[config.mk]
export PLATFORM = sky130hd
export DESIGN_NAME = trimmed_mean_window_filter_unit
export DESIGN_NICKNAME = d
export VERILOG_FILES = /design/src/rtl/tmwf_pkg.sv /design/src/rtl/trimmed_mean_window_filter_unit.sv /design/src/rtl/tmwf_window_stats.sv
export SDC_FILE = /design/constraint.sdc
export NUM_CORES = 2
export LEC_CHECK = 0
export CORE_MARGIN = 4
export CORE_UTILIZATION = 43
export CTS_BUF_LIST = sky130_fd_sc_hd__clkbuf_8
export DETAILED_ROUTE_END_ITERATION = 10
export DONT_BUFFER_PORTS = 1
export GPL_ROUTABILITY_DRIVEN = 1
export GPL_TIMING_DRIVEN = 0
export PLACE_DENSITY_LB_ADDON = 0.2
export SETUP_SLACK_MARGIN = 0.4
export SLEW_MARGIN = 10
export SYNTH_ARGS = -nofsm -noshare
export SYNTH_HDL_FRONTEND = slang
export SYNTH_SLANG_ARGS = --single-unit
export TNS_END_PERCENT = 10
[constraint.sdc]
create_clock -name clock -period 22.6 [get_ports clock]
set_input_delay 0 -clock clock [delete_from_list [all_inputs] [get_ports clock]]
set_output_delay 0 -clock clock [all_outputs]
set_load 0.01 [all_outputs]
[src/rtl/tmwf_pkg.sv]
// shared types and constants for the trimmed mean window filter
package tmwf_pkg;

   localparam int WINDOW_LEN   = 8;
   localparam int NUM_CHANNELS = 32;

   localparam int CHANNEL_W = 5;
   localparam int SAMPLE_W  = 12;

   localparam int SAMPLE_MAX = (1 << SAMPLE_W) - 1;
   localparam int CH_ADDR_W  = (NUM_CHANNELS > 1) ? $clog2(NUM_CHANNELS) : 1;
   localparam int TOTAL_W    = $clog2(WINDOW_LEN * SAMPLE_MAX + 1);

   localparam int DIVISOR    = WINDOW_LEN - 2;
   localparam int SUM_W      = $clog2(DIVISOR * SAMPLE_MAX + 1);
   localparam int DIV_SHIFT  = SUM_W + $clog2(DIVISOR);
   localparam int RECIP      = ((1 << DIV_SHIFT) + DIVISOR - 1) / DIVISOR;
   localparam int RECIP_W    = SUM_W + 1;
   localparam int PROD_W     = SUM_W + RECIP_W;

   typedef logic [SAMPLE_W-1:0] sample_type;
   typedef logic [WINDOW_LEN-1:0][SAMPLE_W-1:0] row_type;

   typedef struct packed {
      logic [TOTAL_W-1:0] total;
      sample_type         min_val;
      sample_type         max_val;
   } stats_type;

endpackage

[src/rtl/trimmed_mean_window_filter_unit.sv]
// top level of the per-channel trimmed mean window filter
//
// Each request shifts its sample into the window of its channel and returns
// one response: the floor mean of the window without one minimum and one
// maximum, or the oldest sample when all window samples are equal. A new
// request is taken only while the read stage is empty, set by the
// read-modify-write of the channel row in the window memory (one row holds
// a whole window). The response is registered after the read stage and the
// reduce stage. Windows read as zero after reset through one valid bit per
// channel, so no clearing pass is needed. A channel at or above the number
// of channels leaves all windows unchanged and returns zero.
module trimmed_mean_window_filter_unit (
   input  logic                            clock,
   input  logic                            reset,
   input  logic                            req_valid,
   output logic                            req_stall,
   input  logic [tmwf_pkg::CHANNEL_W-1:0]  req_channel,
   input  logic [tmwf_pkg::SAMPLE_W-1:0]   req_sample,
   output logic                            rsp_valid,
   input  logic                            rsp_stall,
   output logic [tmwf_pkg::SAMPLE_W-1:0]   rsp_filtered
);

   tmwf_pkg::row_type window_mem [tmwf_pkg::NUM_CHANNELS];

   logic req_accept;

   // read stage
   logic                           s1_valid_ff, s1_valid_in;
   logic [tmwf_pkg::CH_ADDR_W-1:0] s1_addr_ff;
   logic                           s1_inrange_ff;
   logic                           s1_rowvalid_ff;
   tmwf_pkg::sample_type           s1_sample_ff;
   tmwf_pkg::row_type              s1_rdata_ff;

   logic [tmwf_pkg::NUM_CHANNELS-1:0] row_valid_ff, row_valid_in;

   // reduce stage
   logic                         s2_valid_ff, s2_valid_in;
   logic                         s2_inrange_ff;
   tmwf_pkg::stats_type          s2_stats_ff;
   tmwf_pkg::sample_type         s2_oldest_ff;

   // response register
   logic                         rsp_valid_ff, rsp_valid_in;
   tmwf_pkg::sample_type         rsp_filtered_ff;

   logic rsp_free, s2_free, s1_adv, s2_adv;
   logic req_inrange;

   tmwf_pkg::row_type   old_row;
   tmwf_pkg::row_type   new_row;
   tmwf_pkg::stats_type stats;

   logic [tmwf_pkg::SUM_W-1:0]  trimmed_sum;
   logic [tmwf_pkg::PROD_W-1:0] quot_prod;
   tmwf_pkg::sample_type        result;

   assign rsp_free   = !rsp_valid_ff || !rsp_stall;
   assign s2_free    = !s2_valid_ff || rsp_free;
   assign s2_adv     = s2_valid_ff && rsp_free;
   assign s1_adv     = s1_valid_ff && s2_free;
   assign req_stall  = s1_valid_ff;
   assign req_accept = req_valid && !s1_valid_ff;

   assign req_inrange = int'(req_channel) < tmwf_pkg::NUM_CHANNELS;

   // shift the new sample in at the newest slot
   assign old_row = s1_rowvalid_ff ? s1_rdata_ff : '0;
   assign new_row = {s1_sample_ff, old_row[tmwf_pkg::WINDOW_LEN-1:1]};

   tmwf_window_stats u_stats (
      .window (new_row),
      .stats  (stats)
   );

   // divide by the trimmed count through a reciprocal multiply
   assign trimmed_sum = tmwf_pkg::SUM_W'(s2_stats_ff.total
                                         - tmwf_pkg::TOTAL_W'(s2_stats_ff.min_val)
                                         - tmwf_pkg::TOTAL_W'(s2_stats_ff.max_val));
   assign quot_prod   = tmwf_pkg::PROD_W'(trimmed_sum)
                        * tmwf_pkg::PROD_W'(tmwf_pkg::RECIP);

   always_comb begin
      if (!s2_inrange_ff) begin
         result = '0;
      end else if (s2_stats_ff.min_val == s2_stats_ff.max_val) begin
         result = s2_oldest_ff;
      end else begin
         result = tmwf_pkg::SAMPLE_W'(quot_prod >> tmwf_pkg::DIV_SHIFT);
      end
   end

   always_comb begin
      s1_valid_in  = req_accept ? 1'b1 : (s1_adv ? 1'b0 : s1_valid_ff);
      s2_valid_in  = s1_adv ? 1'b1 : (s2_adv ? 1'b0 : s2_valid_ff);
      rsp_valid_in = s2_adv ? 1'b1 : (rsp_stall ? rsp_valid_ff : 1'b0);
      row_valid_in = row_valid_ff;
      if (s1_adv && s1_inrange_ff) begin
         row_valid_in[s1_addr_ff] = 1'b1;
      end
   end

   always_ff @(posedge clock) begin
      if (reset) begin
         s1_valid_ff  <= 1'b0;
         s2_valid_ff  <= 1'b0;
         rsp_valid_ff <= 1'b0;
         row_valid_ff <= '0;
      end else begin
         s1_valid_ff  <= s1_valid_in;
         s2_valid_ff  <= s2_valid_in;
         rsp_valid_ff <= rsp_valid_in;
         row_valid_ff <= row_valid_in;
      end
   end

   // window memory, one row per channel
   always_ff @(posedge clock) begin
      if (req_accept) begin
         s1_rdata_ff <= window_mem[tmwf_pkg::CH_ADDR_W'(req_channel)];
      end
      if (s1_adv && s1_inrange_ff) begin
         window_mem[s1_addr_ff] <= new_row;
      end
   end

   always_ff @(posedge clock) begin
      if (req_accept) begin
         s1_addr_ff     <= tmwf_pkg::CH_ADDR_W'(req_channel);
         s1_inrange_ff  <= req_inrange;
         s1_rowvalid_ff <= row_valid_ff[tmwf_pkg::CH_ADDR_W'(req_channel)];
         s1_sample_ff   <= req_sample;
      end
      if (s1_adv) begin
         s2_inrange_ff <= s1_inrange_ff;
         s2_stats_ff   <= stats;
         s2_oldest_ff  <= new_row[0];
      end
      if (s2_adv) begin
         rsp_filtered_ff <= result;
      end
   end

   assign rsp_valid    = rsp_valid_ff;
   assign rsp_filtered = rsp_filtered_ff;

endmodule

[src/rtl/tmwf_window_stats.sv]
// sum, minimum and maximum over one channel window
module tmwf_window_stats (
   input  tmwf_pkg::row_type   window,
   output tmwf_pkg::stats_type stats
);

   logic [tmwf_pkg::TOTAL_W-1:0] total;
   tmwf_pkg::sample_type         min_val;
   tmwf_pkg::sample_type         max_val;

   always_comb begin
      total   = tmwf_pkg::TOTAL_W'(window[0]);
      min_val = window[0];
      max_val = window[0];
      for (int k = 1; k < tmwf_pkg::WINDOW_LEN; k++) begin
         total = total + tmwf_pkg::TOTAL_W'(window[k]);
         if (window[k] < min_val) begin
            min_val = window[k];
         end
         if (window[k] > max_val) begin
            max_val = window[k];
         end
      end
   end

   assign stats.total   = total;
   assign stats.min_val = min_val;
   assign stats.max_val = max_val;

endmodule
# Word-level counts from Yosys, hierarchy flattened
# Memories as Yosys holds them, arrays and structs flattened. A register that Yosys moved wholly into a read port is not among the register bits.
# Cells that the tools add are included.
# word_totals
ff_bits	116
latchBits	0
mem_bits_rw	3072
rom_bits	0
input_bits	21
output_inout_bits	14
wordCells	83
mem_count	1
# mem_list
memory	depth	word_bits	rd	rd_clocked_by_memory_dff	write_ports	line	rtl
window_mem	32	96	1	1	1	trimmed_mean_window_filter_unit.sv:24	tmwf_pkg::row_type window_mem [tmwf_pkg::NUM_CHANNELS];
# op_classes
addsub	9
n_mul	1
div_mod_pow	0
magnitude_cmp	17
eq_ne	2
shifts	0
n_mux	28
bitwise	1
n_reduce_logical	12
# ops
cell	n
12-bit 2-to-1 mux	15
96-bit 2-to-1 mux	1
15-bit by 12-bit adder with 15-bit output	6
12-bit greater-than comparator	7
12-bit less-than comparator	7
32-bit bitwise OR	1
15-bit by 16-bit multiplier with 30-bit output (second input constant)	1
15-bit by 12-bit subtractor with 15-bit output	2
12-bit by 12-bit adder with 13-bit output	1
12-bit == test	1
5-bit by 6-bit less-than comparator with 1-bit output (second input constant)	2
1-bit 2-to-1 mux	10
1-bit binary-select mux with 5-bit select	1
1-bit demux with 5-bit select	1
5-bit by 1-bit >= comparator with 1-bit output (second input constant)	1
1-bit logical AND	4
1-bit zero test	4
2-bit nonzero test	2
1-bit logical OR	2
2-bit by 1-bit inequality test with 1-bit output (second input constant)	1

# Longest topological paths before layout
# logic_depth
word_depth	15
mapped_depth	89
mapped_depth_nobuf	79

# By module
# Synthesis repeated with hierarchy kept, for this count alone.
# hier_totals
hier_cells	5770
area_unflattened_um2	121535.3
# by_module_without_submodules
module	n_inst	cells_per_inst	area_each_um2	seq_area_each_um2
trimmed_mean_window_filter_unit	1	4758	113223.6	86372.8
tmwf_window_stats	1	1012	8311.7	0.0

# Worst setup path before layout
# Ideal clock, no wire load.
# synth_timing
path_type	register -> register
startpoint	reg s1_rowvalid_ff
endpoint	reg s2_stats_ff[6] (netlist bit), data pin
setup_ns	0.275
t_arrival_ns	16.321
required_time_ns	22.325
slack_ns	6.004
stages_incl_launch_ff	81
n_path_buf	14
period_less_slack_ns	16.596
cell_sequence	edfxtp_1 -> buf_2 -> clkbuf_1 -> clkbuf_1 -> clkbuf_1 -> and2_1 -> ha_1 -> a211oi_1 -> o21bai_1 -> a21oi_1 -> o211a_1 -> clkbuf_1 -> nor2_1 -> clkbuf_1 -> nor2_1 -> a21oi_1 -> ha_1 -> nor2b_1 -> [45 not listed] -> nand4_1 -> inv_1 -> and3_1 -> and3_1 -> and3_1 -> o211ai_1 -> nand2_1 -> a211oi_2 -> buf_6 -> mux2_1 -> ha_1 -> nand4_1 -> or2_2 -> nor2_1 -> o22a_1 -> nand2b_1 -> a2bb2oi_1 -> o221ai_1
# synth_rtl
element	line	rtl
from (decl)	trimmed_mean_window_filter_unit.sv:32	logic s1_rowvalid_ff;
from (signal assigned)	trimmed_mean_window_filter_unit.sv:132	s1_rowvalid_ff <= row_valid_ff[tmwf_pkg::CH_ADDR_W'(req_channel)];
to (signal assigned)	trimmed_mean_window_filter_unit.sv:137	s2_stats_ff <= stats;
to (decl)	trimmed_mean_window_filter_unit.sv:41	tmwf_pkg::stats_type s2_stats_ff;

==> results by group <==
Finish
  • Area Overhead vs Synth: 15.5%
  • Fillcell total: 22500
  • Number of nets in the final layout: 7016
  • Layout cells sized above 1: 27.6%

Die
  • Io pins: 35
  • Core area: 280000 sq um
  • Die area: 290000 sq um
  • Die X: 539 microns
  • Starting Density: 43.3%
  • Die H: 539 microns
  • Row cnt: 194

Critical path
  • Slowest Stage Delay on Critical Path: 0.52 ns
  • CP max stage cell: and2_4
  • Crit Path Max Fanout: 36
  • Worst Setup Start Kind: flip-flop
  • Endpoint class of the critical path: flip-flop
  • Crit Path Class: flip-flop to flip-flop
  • CP Data Arrival Time: 21.83 ns
  • CP required: around 23 ns

CTS
  • Clock Path Buffers: 4
  • Post-CTS Setup Inserts: 0
  • Clock Latency Late Sink: between 1 and 1.5 ns
  • Worst-path clk slew: 0.06 ns
  • CTS tree: yes
  • Clk sinks: between 2000 and 3000
  • H-tree Lvls: 5
  • Cts bufs inserted: 460
  • Clock root buffer: clkbuf_8

Logic synthesis
  • Ys async rst share: 0%
  • Synth area leader: edfxtp_1
  • Sequential cell area fraction in the yosys report: 71.3%
  • Area share of the largest cell type after synthesis: 70.7%
  • Dominant synthesized flop cell: edfxtp_1
  • Cells after Synth: approximately 5800
  • Count leader, synth: edfxtp_1
  • Syn_area_per_cell: 20.8 sq um
  • Post-synth EDFFs: 2853
  • Synth Register Bits: 2888
  • Synth area leaders: edfxtp_1, mux4_2, ha_1
  • Post-synth cell types: 86
  • Post-Syn Area: roughly 120000 sq um
  • Synth top cells by count: edfxtp_1, mux4_2, ha_1
  • Syn_nets: 6285
  • Yosys warnings: 0

Global routing
  • GRT Resource Usage Total: between 20 and 25%
  • Vias in the first global route: 64500
  • Initial antenna violation count: 16
  • First-pass GRT wire length: 493 mm
  • Total grt overflow: 0
  • Largest net degree at the start of global routing: 52

Placement
  • Port buffer count: 0
  • Hpwl dp: 237 mm
  • Gpl congestion: 0.911

Detailed routing
  • Iteration count of the initial detailed-routing pass: 6
  • Wire length per cell: around 33 microns
  • Post-route ant nets: 0
  • Iter 0 DRT Violations: 8201
  • Routed vias: about 63000
  • DRC viols: 0
  • Drt total wl: around 350 mm
  • Vias/cell: 5.92

STA
  • Slew headroom: 7.66%
  • Post-Route Setup TNS: 0 ns
  • Final period utilization: 93.3%
  • Fmax: 0.0474 GHz
  • Final Hold Vio Count: 0
  • Worst Skew: 0.112 ns
  • Min cycle time layout: 21.09 ns
  • Unrepaired setup endpoints after global routing: no
  • Finish-stage setup viols: 0
  • Slew Viols, Final: 0
  • Hold Slack: 0.0930 ns
  • Least-Margin Pin Slew: 1.39 ns

Hold path
  • Worst hold path class: input pin to flip-flop

Flow run
  • MaxCap Viol Count: 0

Run status
  • Outcome: complete, no violations
final cells by class:
cell class	count	area, sq um	area share [%]
Multi-Input combinational cell	2416	33000	23.6
Clock inverter	343	1800	1.29
Clock buffer	474	6520	4.66
Antenna cell	9	22.5	0.0161
Inverter	287	1080	0.770
Tap cell	3724	4660	3.33
Sequential cell	2888	86400	61.8
Buffer	243	992	0.710
Timing Repair Buffer	269	5390	3.85
registers in the layout, summed over array words and instances (netlist names), 5 cells and up:
| signal | cells |
|---|---|
| s1_addr_ff | 5 |
| s2_oldest_ff | 12 |
| s2_stats_ff | 39 |
| s1_sample_ff | 12 |
| row_valid_ff | 32 |
| rsp_filtered | 12 |
| window_mem | 2688 |
| s1_rdata_ff | 84 |
metal layers:
metal  vias to the layer above  part of all wire, %  GRT usage [%]
met5                         -                0.081              0
met4                         4                  3.1           7.57
met3                       562                  8.8           5.05
met2                      3057                   46           37.1
met1                     34000                   42           34.7
li1                      25500                    -              -
kinds of logic (layout without fill, tap and decap cells):
| group | after synthesis | count (layout) | share of synthesized area, % |
|---|---|---|---|
| buffers and inverters | 530 | 1616 | 1.67 |
| flip-flops | 2888 | 2888 | 71.3 |
| other | 0 | 9 | 0 |
| adder cells (fa/ha/maj) | 435 | 435 | 5.31 |
| XOR/XNOR | 58 | 58 | 0.426 |
| multiplexers | 997 | 997 | 17.2 |
| AO/OA/AOI/OAI | 396 | 396 | 2.11 |
| AND/OR/NAND/NOR | 530 | 530 | 2.01 |
timing repair:
item | 4_1_cts | 5_1_grt
hold endpoints to repair | 220 | 0
hold buffers | 44 | 0
resized for setup | 2 | 18
setup endpoints to repair | 12 | 17
worst paths after layout:
path,cells past startpoint,slack (ns),endpoint,start
setup reg to reg,79,1.51,s2_stats_ff[0]$_DFFE_PP_,s1_rowvalid_ff$_DFFE_PP_
setup / recovery,79,1.51,s2_stats_ff[0]$_DFFE_PP_,s1_rowvalid_ff$_DFFE_PP_
hold reg to reg,2,0.47,row_valid_ff[9]$_SDFFE_PP0P_,row_valid_ff[9]$_SDFFE_PP0P_
hold / removal,2,0.09,s1_sample_ff[9]$_DFFE_PP_,req_sample[9]
worst max-delay path, delay by kind of cell, from the launching register on:
kind / cells / cell delay, ns
simple gates: 25 / 4.94
fa+ha+maj: 7 / 2.54
flops: 1 / 0.34
mux: 3 / 0.81
compound gates: 29 / 7.45
buf+inv: 15 / 4.68
layout by cell type (no fill, tap or decap), types with 12 or more instances in the layout:
cell type	Yosys	final
clkinv_1	5	136
mux4_2	850	850
clkbuf_2	0	33
a21o_1	30	30
a21oi_1	144	144
o21a_1	26	26
clkbuf_1	199	163
nand2b_1	24	24
clkbuf_8	0	474
mux2i_1	18	18
inv_1	282	386
ha_1	297	297
nand3_1	27	27
dlygate4sd3_1	0	44
o21ai_0	70	70
edfxtp_1	2853	2853
xor2_1	12	12
nor2_1	187	155
nor2_4	0	32
dfxtp_1	35	35
o21bai_1	24	24
inv_2	0	20
nor2b_1	24	23
nand2_1	162	162
fa_1	133	133
buf_16	0	67
nor3_1	12	12
clkinv_2	0	56
mux2_2	122	122
a31oi_1	12	12
buf_1	37	37
xnor2_1	45	45
buf_12	0	147
nand4_1	23	23
metrics by stage:
stage               std cells  setup slack [ns]  area [sq um]  utilization [%]
finish                  10700              1.51        140000             50.0
global route            10600             0.454        140000             50.0
CTS                     10600             0.403        140000             49.9
detailed placement       9777            0.0345        131000             46.8
global placement         9558            -0.132        126000             44.9
floorplan                5834              6.00        121000                -
Power is not shown: default switching activity piles up to over one toggle a cycle in this logic, so the estimate is an artifact.
